[src/design/rgb_colour_fader_top_assert.svh]
// ----------------------------------------------------------------------------
// rgb colour fader assertion macros
// shared property wrappers, clocked on clk and disabled during reset
// ----------------------------------------------------------------------------
`ifndef RGB_COLOUR_FADER_TOP_ASSERT_SVH
`define RGB_COLOUR_FADER_TOP_ASSERT_SVH

// same-cycle implication
`define RCF_ASSERT_NOW(lbl, ante, cons, msg) \
	lbl: assert property (@(posedge clk) disable iff (!arst_n) (ante) |-> (cons)) \
		else $error(msg);

// next-cycle implication
`define RCF_ASSERT_NEXT(lbl, ante, cons, msg) \
	lbl: assert property (@(posedge clk) disable iff (!arst_n) (ante) |=> (cons)) \
		else $error(msg);

`endif

[src/design/rcf_pkg.sv]
// ----------------------------------------------------------------------------
// rcf_pkg
// shared types, constants and the channel interpolation function
// ----------------------------------------------------------------------------
package rcf_pkg;

	localparam int POS_W = 18;
	localparam int RATE_W = 17;
	localparam int QUEUE_DEPTH_DEF = 2;
	localparam logic [POS_W-1:0] ONE_Q16 = 18'd65536;
	localparam logic [4:0] DIV_STEPS = 5'd17;

	typedef enum logic [1:0] {
		CMD_TICK = 2'd0,
		CMD_START = 2'd1,
		CMD_RELEASE = 2'd2,
		CMD_NOP = 2'd3
	} cmd_t;

	typedef enum logic [1:0] {
		PH_IDLE = 2'd0,
		PH_FADE_IN = 2'd1,
		PH_HOLD = 2'd2,
		PH_FADE_OUT = 2'd3
	} phase_t;

	typedef enum logic [1:0] {
		BS_IDLE = 2'd0,
		BS_DIV = 2'd1,
		BS_EMIT = 2'd2
	} bstate_t;

	typedef struct packed {
		logic [7:0] r;
		logic [7:0] g;
		logic [7:0] b;
	} rgb_t;

	typedef struct packed {
		cmd_t cmd;
		rgb_t target;
		logic [7:0] step_count;
		rgb_t base;
	} item_t;

	// from + t * (to - from), t in unsigned q1.16, truncated
	function automatic logic [7:0] lerp(input logic [7:0] a, input logic [7:0] b,
			input logic [16:0] t);
		logic signed [8:0] diff;
		logic signed [17:0] ts;
		logic signed [26:0] prod;
		logic signed [26:0] v;
		diff = $signed({1'b0, b}) - $signed({1'b0, a});
		ts = $signed({1'b0, t});
		prod = ts * diff;
		v = $signed({3'b000, a, 16'h0000}) + prod;
		if (v < 0) begin
			return 8'd0;
		end
		return v[23:16];
	endfunction

endpackage

[src/design/rcf_front.sv]
// ----------------------------------------------------------------------------
// rcf_front
// input stage: takes a beat, decodes the command and hands it to the queue
// ----------------------------------------------------------------------------
module rcf_front (
	input  logic          clk,
	input  logic          arst_n,
	input  logic          in_valid,
	output logic          in_ready,
	input  logic [1:0]    func,
	input  rcf_pkg::rgb_t target,
	input  logic [7:0]    step_count,
	input  rcf_pkg::rgb_t base,
	output logic          push,
	output rcf_pkg::item_t push_item,
	input  logic          push_ready
);
	import rcf_pkg::*;

	logic  valid_s1;
	item_t item_s1;
	cmd_t  cmd;
	logic  accept;

	// every func value has a command of the same encoding
	assign cmd = cmd_t'(func);

	assign in_ready = !valid_s1 || push_ready;
	assign accept = in_valid && in_ready;
	assign push = valid_s1;
	assign push_item = item_s1;

	always_ff @(posedge clk or negedge arst_n) begin
		if (!arst_n) begin
			valid_s1 <= 1'b0;
		end else if (accept) begin
			valid_s1 <= 1'b1;
		end else if (push_ready) begin
			valid_s1 <= 1'b0;
		end
	end

	always_ff @(posedge clk) begin
		if (accept) begin
			item_s1.cmd <= cmd;
			item_s1.target <= target;
			item_s1.step_count <= step_count;
			item_s1.base <= base;
		end
	end

endmodule

[src/design/rcf_queue.sv]
// ----------------------------------------------------------------------------
// rcf_queue
// small fifo of decoded commands between the front and back ends
// ----------------------------------------------------------------------------
`include "rgb_colour_fader_top_assert.svh"

module rcf_queue #(
	parameter int DEPTH = rcf_pkg::QUEUE_DEPTH_DEF
) (
	input  logic           clk,
	input  logic           arst_n,
	input  logic           push,
	input  rcf_pkg::item_t push_item,
	output logic           push_ready,
	input  logic           pop,
	output rcf_pkg::item_t head,
	output logic           not_empty
);
	import rcf_pkg::*;

	localparam int PTR_W = $clog2(DEPTH);
	localparam int CNT_W = $clog2(DEPTH + 1);

	item_t            mem_q [DEPTH];
	logic [PTR_W-1:0] wr_ptr_q;
	logic [PTR_W-1:0] rd_ptr_q;
	logic [CNT_W-1:0] count_q;
	logic             do_push;
	logic             do_pop;

	assign push_ready = (count_q != CNT_W'(DEPTH));
	assign not_empty = (count_q != '0);
	assign do_push = push && push_ready;
	assign do_pop = pop && not_empty;
	assign head = mem_q[rd_ptr_q];

	always_ff @(posedge clk or negedge arst_n) begin
		if (!arst_n) begin
			wr_ptr_q <= '0;
			rd_ptr_q <= '0;
			count_q <= '0;
		end else begin
			if (do_push) begin
				wr_ptr_q <= (wr_ptr_q == PTR_W'(DEPTH - 1)) ? '0 : wr_ptr_q + 1'b1;
			end
			if (do_pop) begin
				rd_ptr_q <= (rd_ptr_q == PTR_W'(DEPTH - 1)) ? '0 : rd_ptr_q + 1'b1;
			end
			if (do_push && !do_pop) begin
				count_q <= count_q + 1'b1;
			end else if (do_pop && !do_push) begin
				count_q <= count_q - 1'b1;
			end
		end
	end

	always_ff @(posedge clk) begin
		if (do_push) begin
			mem_q[wr_ptr_q] <= push_item;
		end
	end

	`RCF_ASSERT_NOW(a_count_bound, 1'b1, count_q <= CNT_W'(DEPTH), "queue count overflow")
	`RCF_ASSERT_NEXT(a_count_up, do_push && !do_pop, count_q == $past(count_q) + 1'b1, "push lost")
	`RCF_ASSERT_NEXT(a_count_dn, do_pop && !do_push, count_q == $past(count_q) - 1'b1, "pop lost")

endmodule

[src/design/rcf_divider.sv]
// ----------------------------------------------------------------------------
// rcf_divider
// restoring divider (a step count of 0 is taken as 1), one quotient bit per cycle: rate = 65536 / step count
// ----------------------------------------------------------------------------
module rcf_divider (
	input  logic                       clk,
	input  logic                       arst_n,
	input  logic                       start,
	input  logic [7:0]                 step_count,
	output logic                       done,
	output logic [rcf_pkg::RATE_W-1:0] rate
);
	import rcf_pkg::*;

	logic              busy_q;
	logic              done_q;
	logic [4:0]        cnt_q;
	logic [7:0]        dvs_q;
	logic [7:0]        rem_q;
	logic [RATE_W-1:0] quo_q;
	logic [8:0]        trial;
	logic              ge;
	logic [8:0]        rem_n;

	// dividend is 1.0 in q1.16: only its top bit is set
	assign trial = {rem_q, (cnt_q == DIV_STEPS)};
	assign ge = (trial >= {1'b0, dvs_q});
	assign rem_n = ge ? (trial - {1'b0, dvs_q}) : trial;
	assign done = done_q;
	assign rate = quo_q;

	always_ff @(posedge clk or negedge arst_n) begin
		if (!arst_n) begin
			busy_q <= 1'b0;
			done_q <= 1'b0;
			cnt_q <= '0;
		end else begin
			done_q <= 1'b0;
			if (start) begin
				busy_q <= 1'b1;
				cnt_q <= DIV_STEPS;
			end else if (busy_q) begin
				cnt_q <= cnt_q - 1'b1;
				if (cnt_q == 5'd1) begin
					busy_q <= 1'b0;
					done_q <= 1'b1;
				end
			end
		end
	end

	always_ff @(posedge clk) begin
		if (start) begin
			dvs_q <= (step_count == 8'd0) ? 8'd1 : step_count;
			rem_q <= '0;
			quo_q <= '0;
		end else if (busy_q) begin
			rem_q <= rem_n[7:0];
			quo_q <= {quo_q[RATE_W-2:0], ge};
		end
	end

endmodule

[src/design/rcf_back.sv]
// ----------------------------------------------------------------------------
// rcf_back
// executes commands: fade state, interpolation and the output register
// ----------------------------------------------------------------------------
`include "rgb_colour_fader_top_assert.svh"

module rcf_back (
	input  logic           clk,
	input  logic           arst_n,
	input  rcf_pkg::item_t head,
	input  logic           not_empty,
	output logic           pop,
	output logic           out_valid,
	input  logic           out_ready,
	output rcf_pkg::rgb_t  out_colour,
	output logic           fade_busy,
	output logic [1:0]     fade_phase
);
	import rcf_pkg::*;

	bstate_t           state_q;
	bstate_t           state_n;
	item_t             item_q;
	phase_t            phase_q;
	phase_t            phase_n;
	logic [POS_W-1:0]  pos_q;
	logic [POS_W-1:0]  pos_n;
	logic [POS_W-1:0]  pos_sum;
	logic [RATE_W-1:0] rate_q;
	logic [RATE_W-1:0] rate_n;
	rgb_t              from_q;
	rgb_t              from_n;
	rgb_t              to_q;
	rgb_t              to_n;
	rgb_t              cur_q;
	rgb_t              cur_n;
	rgb_t              lerp_c;
	logic              busy_n;
	logic              out_valid_q;
	rgb_t              out_colour_q;
	logic              fade_busy_q;
	phase_t            fade_phase_q;
	logic              out_free;
	logic              emit;
	logic              div_start;
	logic              div_done;
	logic [RATE_W-1:0] div_rate;
	logic              is_div_cmd;
	logic              out_fading;

	rcf_divider u_div (
		.clk        (clk),
		.arst_n     (arst_n),
		.start      (div_start),
		.step_count (head.step_count),
		.done       (div_done),
		.rate       (div_rate)
	);

	assign out_free = !out_valid_q || out_ready;
	assign is_div_cmd = (head.cmd == CMD_START) || (head.cmd == CMD_RELEASE);

	// next state
	always_comb begin
		state_n = state_q;
		case (state_q)
			BS_IDLE: begin
				if (not_empty) begin
					state_n = is_div_cmd ? BS_DIV : BS_EMIT;
				end
			end
			BS_DIV: begin
				if (div_done) begin
					state_n = BS_EMIT;
				end
			end
			BS_EMIT: begin
				if (out_free) begin
					state_n = BS_IDLE;
				end
			end
			default: state_n = BS_IDLE;
		endcase
	end

	// control outputs
	always_comb begin
		pop = 1'b0;
		div_start = 1'b0;
		emit = 1'b0;
		case (state_q)
			BS_IDLE: begin
				pop = not_empty;
				div_start = not_empty && is_div_cmd;
			end
			BS_EMIT: emit = out_free;
			default: begin
				pop = 1'b0;
			end
		endcase
	end

	assign lerp_c.r = lerp(from_q.r, to_q.r, pos_q[16:0]);
	assign lerp_c.g = lerp(from_q.g, to_q.g, pos_q[16:0]);
	assign lerp_c.b = lerp(from_q.b, to_q.b, pos_q[16:0]);
	assign pos_sum = pos_q + POS_W'(rate_q);

	// command execution
	always_comb begin
		phase_n = phase_q;
		pos_n = pos_q;
		rate_n = rate_q;
		from_n = from_q;
		to_n = to_q;
		cur_n = cur_q;
		busy_n = 1'b0;
		case (item_q.cmd)
			CMD_START: begin
				rate_n = div_rate;
				pos_n = '0;
				if (phase_q == PH_IDLE) begin
					from_n = item_q.base;
					cur_n = item_q.base;
				end
				to_n = item_q.target;
				phase_n = PH_FADE_IN;
			end
			CMD_TICK: begin
				if ((phase_q == PH_FADE_IN || phase_q == PH_FADE_OUT) && pos_q <= ONE_Q16) begin
					cur_n = lerp_c;
					pos_n = pos_sum;
					busy_n = 1'b1;
					if (pos_sum > ONE_Q16) begin
						busy_n = 1'b0;
						phase_n = (phase_q == PH_FADE_IN) ? PH_HOLD : PH_IDLE;
					end
				end
			end
			CMD_RELEASE: begin
				if (phase_q != PH_IDLE) begin
					rate_n = div_rate;
					pos_n = '0;
					to_n = item_q.base;
					from_n = cur_q;
					phase_n = PH_FADE_OUT;
				end
			end
			default: begin
				busy_n = 1'b0;
			end
		endcase
	end

	always_ff @(posedge clk or negedge arst_n) begin
		if (!arst_n) begin
			state_q <= BS_IDLE;
			phase_q <= PH_IDLE;
			pos_q <= '0;
			rate_q <= '0;
			from_q <= '0;
			to_q <= '0;
			cur_q <= '0;
			out_valid_q <= 1'b0;
		end else begin
			state_q <= state_n;
			if (emit) begin
				phase_q <= phase_n;
				pos_q <= pos_n;
				rate_q <= rate_n;
				from_q <= from_n;
				to_q <= to_n;
				cur_q <= cur_n;
				out_valid_q <= 1'b1;
			end else if (out_ready) begin
				out_valid_q <= 1'b0;
			end
		end
	end

	always_ff @(posedge clk) begin
		if (pop) begin
			item_q <= head;
		end
		if (emit) begin
			out_colour_q <= (phase_n != PH_IDLE) ? cur_n : item_q.base;
			fade_busy_q <= busy_n;
			fade_phase_q <= phase_n;
		end
	end

	assign out_valid = out_valid_q;
	assign out_colour = out_colour_q;
	assign fade_busy = fade_busy_q;
	assign fade_phase = fade_phase_q;
	assign out_fading = (fade_phase_q == PH_FADE_IN) || (fade_phase_q == PH_FADE_OUT);

	`RCF_ASSERT_NOW(a_div_done_state, div_done, state_q == BS_DIV, "divider done outside wait")
	`RCF_ASSERT_NOW(a_pop_idle, pop, state_q == BS_IDLE && not_empty, "pop outside idle")
	`RCF_ASSERT_NOW(a_busy_fading, out_valid_q && fade_busy_q, out_fading, "busy while not fading")

endmodule

[src/design/rgb_colour_fader_top.sv]
// a tick beat passes the input register, the queue and the back end's idle and
// emit states to the output; a start or release beat also waits in the divide
// state while the 17-step rate divider runs. The back end works one command at a
// time and pops no new command from the queue until the last one is emitted
// reset: arst_n clears the fade state to idle with zero colours and empties the queue
// ----------------------------------------------------------------------------
// rgb_colour_fader_top
// linear rgb fader: input stage, command queue and fade execution back end
// ----------------------------------------------------------------------------
module rgb_colour_fader_top #(
	parameter int QUEUE_DEPTH = rcf_pkg::QUEUE_DEPTH_DEF
) (
	input  logic       clk,
	input  logic       arst_n,
	input  logic       in_valid,
	output logic       in_ready,
	input  logic [1:0] func,
	input  logic [7:0] target_red,
	input  logic [7:0] target_green,
	input  logic [7:0] target_blue,
	input  logic [7:0] step_count,
	input  logic [7:0] base_red,
	input  logic [7:0] base_green,
	input  logic [7:0] base_blue,
	output logic       out_valid,
	input  logic       out_ready,
	output logic [7:0] out_red,
	output logic [7:0] out_green,
	output logic [7:0] out_blue,
	output logic       fade_busy,
	output logic [1:0] fade_phase
);
	import rcf_pkg::*;

	rgb_t  target;
	rgb_t  base;
	rgb_t  out_colour;
	logic  push;
	item_t push_item;
	logic  push_ready;
	logic  pop;
	item_t head;
	logic  not_empty;

	assign target = '{r: target_red, g: target_green, b: target_blue};
	assign base = '{r: base_red, g: base_green, b: base_blue};

	rcf_front u_front (
		.clk        (clk),
		.arst_n     (arst_n),
		.in_valid   (in_valid),
		.in_ready   (in_ready),
		.func       (func),
		.target     (target),
		.step_count (step_count),
		.base       (base),
		.push       (push),
		.push_item  (push_item),
		.push_ready (push_ready)
	);

	rcf_queue #(
		.DEPTH (QUEUE_DEPTH)
	) u_queue (
		.clk        (clk),
		.arst_n     (arst_n),
		.push       (push),
		.push_item  (push_item),
		.push_ready (push_ready),
		.pop        (pop),
		.head       (head),
		.not_empty  (not_empty)
	);

	rcf_back u_back (
		.clk        (clk),
		.arst_n     (arst_n),
		.head       (head),
		.not_empty  (not_empty),
		.pop        (pop),
		.out_valid  (out_valid),
		.out_ready  (out_ready),
		.out_colour (out_colour),
		.fade_busy  (fade_busy),
		.fade_phase (fade_phase)
	);

	assign out_red = out_colour.r;
	assign out_green = out_colour.g;
	assign out_blue = out_colour.b;

endmodule
[config.mk]
export PLATFORM = sky130hd
export DESIGN_NAME = rgb_colour_fader_top
export DESIGN_NICKNAME = d
export VERILOG_FILES = /design/src/design/rcf_pkg.sv /design/src/design/rcf_front.sv /design/src/design/rcf_queue.sv /design/src/design/rcf_divider.sv /design/src/design/rcf_back.sv /design/src/design/rgb_colour_fader_top.sv
export VERILOG_INCLUDE_DIRS = /design/src /design/src/design
export SDC_FILE = /design/constraint.sdc
export NUM_CORES = 2
export LEC_CHECK = 0
export ABC_AREA = 1
export BUFFER_PORTS_ARGS = -buffer_cell sky130_fd_sc_hd__buf_2
export CELL_PAD_IN_SITES_DETAIL_PLACEMENT = 1
export CELL_PAD_IN_SITES_GLOBAL_PLACEMENT = 2
export CORE_UTILIZATION = 41
export CTS_CLUSTER_SIZE = 14
export DETAILED_ROUTE_END_ITERATION = 7
export GPL_TIMING_DRIVEN = 0
export PLACE_DENSITY = 0.8
export SLEW_MARGIN = 20
export SYNTH_ARGS = -nofsm -noshare
export SYNTH_HDL_FRONTEND = slang
export SYNTH_SLANG_ARGS = --single-unit
[constraint.sdc]
create_clock -name clk -period 8.3 [get_ports clk]
set_input_delay 1.66 -clock clk [delete_from_list [all_inputs] [get_ports clk]]
set_output_delay 1.66 -clock clk [all_outputs]
set_load 0.005 [all_outputs]
==> summary.md <==
| Metric | Value |
|---|---|
| Most frequent cells in the layout | nand2_1 (783), inv_1 (561), nor2_1 (431), fa_1 (344), edfxtp_1 (259) |
| NumNets Final | about 4,400 |
| Worst EP required | ~8700 ps |
| Post-synthesis sequential area ratio | between 30% and 40% |
| GRT overflow | 0 |
| Commonest non-fill, non-tap cell in the layout | nand2_1 |
| Chip width | 283 µm |
| Yosys warns | 0 |
| Layout area overhead | 11.8% |
| Setup CP Type | flop to flop |
| Slew Viols, Final | 0 |
| Max-capacitance violation count | 0 |
| Worst r2r src | u_back.from_q[16] |
| Die area | 80,100 µm² |
| Post-Route WL | slightly below 100,000 µm |
| Hold endpoint | u_queue.mem_q[0][38] |
| Number of synthesized register bits | slightly above 400 |
| Num CTS Buffers | 45 |
| Port buffer count | 90 |
| Sequential cell area | 11,400 µm² |
| Total number of vias | ~25,000 |
| Initial antenna violation count | 1 |
| Clk slew on worst S/H paths | roughly 60 ps |
| Design area | 36,200 µm² |
| Syn Area/Cell | 9.08 µm² |
| CTS tree | built |
| Ys flop type | edfxtp_1 |
| Gate Count Post-Synth | around 3,600 |
| Detailed-route DRC error count | 0 |
| Synthesized cell area | 32,400 µm² |
| Clk buf depth | 3 |
| Netlist cell types | 54 |
| Critical Path Sink Type | flop |
| First-pass GRT wire length | 156,000 µm |
| Initial core utilization | roughly two fifths |
| Gpl congestion | ~0.92 |
| Post-route clock period utilization | 95.0% |
| Hold Fails Final Rpt | 0 |
| Antenna-violating nets left | 0 |
| Crit start category | flop |
| Layout cells sized above 1 | between 7 and 8% |
| Net Count, Synth | 4,202 |
| Number of global-route vias before repair | between 20,000 and 30,000 |
| Router iterations before antenna repair | 5 |
| Largest net degree at the start of global routing | 71 |
| Flop2flop setup slack | 420 ps |
| CP peak stage delay | around 540 ps |
| Row cnt | ~100 |
| CP max stage cell | fa_1 |
| Hold Buf Count CTS | 0 |
| Post-Place Cell Area | between 30,000 and 40,000 µm² |
| Final setup fails | 0 |
| Crit Path Max Fanout | 10 |
| Hold/Removal Path Class | flop to flop |
| Clock Skew | 25.7 ps |
| All-Layer GR Usage | roughly a quarter |
| FILL cells | roughly 9,000 |
| Critical hold path startpoint | u_front.push_item[38] |
| R2r endpoint | u_back.out_colour[16] |
| Fmax | around 130 MHz |
| Vias per inst | between 5 and 6 |
| Root Driver | clkbuf_16 |
| Drt wl/cell | a little over 20 µm |
| CTS H-tree depth | 2 |
| Hold Path Depth | 0 |
| Crit-path most repeated cell | fa_1 |
| Clock Sinks | between 400 and 500 |
| Die Y | 283 µm |
| DP HPWL | 81,500 µm |
| Least-Margin Pin Slew | between 900 and 1000 ps |
| Area of the multi-input gates | around 19,000 µm² |
| Worst EP arrival | 8320 ps |
| R2R cell count | 31 |
| Initial DRC count | approximately 1,200 |
| Core Region | just under 80,000 µm² |
| Min Clock Period, post-route | 7880 ps |
| Ant diodes | 0 |
| Status | finished clean |
| Num ports | 91 |
| Clock Latency Late Sink | 590 ps |
| Max-slew headroom | 37.3% |
| Post-synth EDFFs | approximately 260 |
| Async S/R FF share, synth | roughly 30% |
## kinds of logic (layout without fill, tap and decap cells)
group           Yosys count  in the layout  synth area share (%)
xor+xnor                 31             31                 0.862
mux                       5              5                 0.162
buf+inv                 705            895                  8.31
simple gates           1436           1436                  18.0
flops                   408            408                  35.2
compound gates          401            401                  7.23
fa+ha+maj               577            577                  30.3
## worst max-delay path, delay by kind of cell (launching register included)
kind | cells | cell delay (ps)
compound gates | 7 | 1650
xor+xnor | 2 | 460
fa+ha+maj | 8 | 3430
buf+inv | 6 | 660
flops | 1 | 500
simple gates | 8 | 1030
## cell usage after synthesis (all sizes together) (7+ instances only)
cell / number / area share [%]
xnor2: 12 / 0.32
dfxtp: 25 / 1.5
inv: 571 / 6.6
o21ai: 101 / 1.6
nand2: 789 / 9.2
nand4: 33 / 0.64
a21oi: 150 / 2.3
nand3b: 9 / 0.21
nand3: 95 / 1.5
o211ai: 36 / 0.84
o21bai: 8 / 0.19
nor2: 440 / 5.2
xor2: 19 / 0.54
edfxtp: 259 / 24
a211oi: 24 / 0.57
a21o: 7 / 0.16
o22ai: 28 / 0.54
a31oi: 26 / 0.50
or2: 20 / 0.39
dfrtp: 124 / 9.6
o21a: 7 / 0.16
buf: 20 / 0.37
clkbuf: 109 / 1.3
ha: 233 / 9.0
nor4: 10 / 0.19
nor3: 37 / 0.57
fa: 344 / 21
## state kept, by name, summed over array words and instances, names as in the netlist, 2 cells and up
signal and count:
u_queue.mem_q 116, u_front.push_item 58, u_back.item_q 50, u_back.cur_q 24
u_back.from_q 24, u_back.out_colour 24, u_back.to_q 24, u_back.pos_q 18
u_back.rate_q 17, u_back.u_div.rate 17, u_back.u_div.dvs_q 8, u_back.u_div.rem_q 8
u_back.u_div.cnt_q 5, u_back.fade_phase 2, u_back.phase_q 2, u_back.state_q 2
u_queue.count_q 2
## stage by stage
stage	std cells	util, %	hold slack, ps	setup slack, ps	setup TNS [ps]
2_1_floorplan	3563	-	421	1680	0
3_3_place_gp	4693	43.9	422	-17.1	-32.6
4_1_cts	4780	46.2	444	-62.2	-62.2
6_report	4793	46.6	444	415	0
3_5_place_dp	4701	44.2	431	-161	-1410
5_1_grt	4793	46.6	451	-33.5	-48.5
## repair_timing
action                     4_1_cts  5_1_grt
gates resized for setup          4       45
setup endpoints to repair       28       48
pin swaps                        0        6
hold endpoints to repair         0        0
buffers inserted                 0       14
## worst max-delay path by stage
stage                       from               endpoint  slack (ps)  cells after the start
4_1_cts        u_back.from_q[16]  u_back.out_colour[16]         -60                     27
3_3_place_gp    u_back.from_q[8]   u_back.out_colour[9]         -20                     28
6_report       u_back.from_q[16]  u_back.out_colour[16]         420                     31
5_1_grt         u_back.from_q[0]   u_back.out_colour[4]         -30                     24
3_5_place_dp    u_back.from_q[0]   u_back.out_colour[4]        -160                     29
2_1_floorplan  u_back.from_q[16]  u_back.out_colour[17]        1680                     32
## routing by layer
layer / up-vias / wire (µm) / GRT usage [%]
li1: 11700 / - / -
met1: 12600 / 44300 / 33.5
met2: 468 / 48500 / 43.6
met3: 124 / 3030 / 2.02
met4: 0 / 2830 / 7.24
met5: - / 0 / 0
## cell type report
class | instances | share of cell area [%]
timing repair buffer | 112 | 2.10
clock buffer | 59 | 3.40
multi-input combinational | 2450 | 51.2
sequential | 408 | 31.4
inverter | 576 | 6.00
clock inverter | 23 | 0.837
buffer | 125 | 1.45
tap | 1040 | 3.60
Power is not shown: default switching activity piles up to over one toggle a cycle in this logic, so the estimate is an artifact.
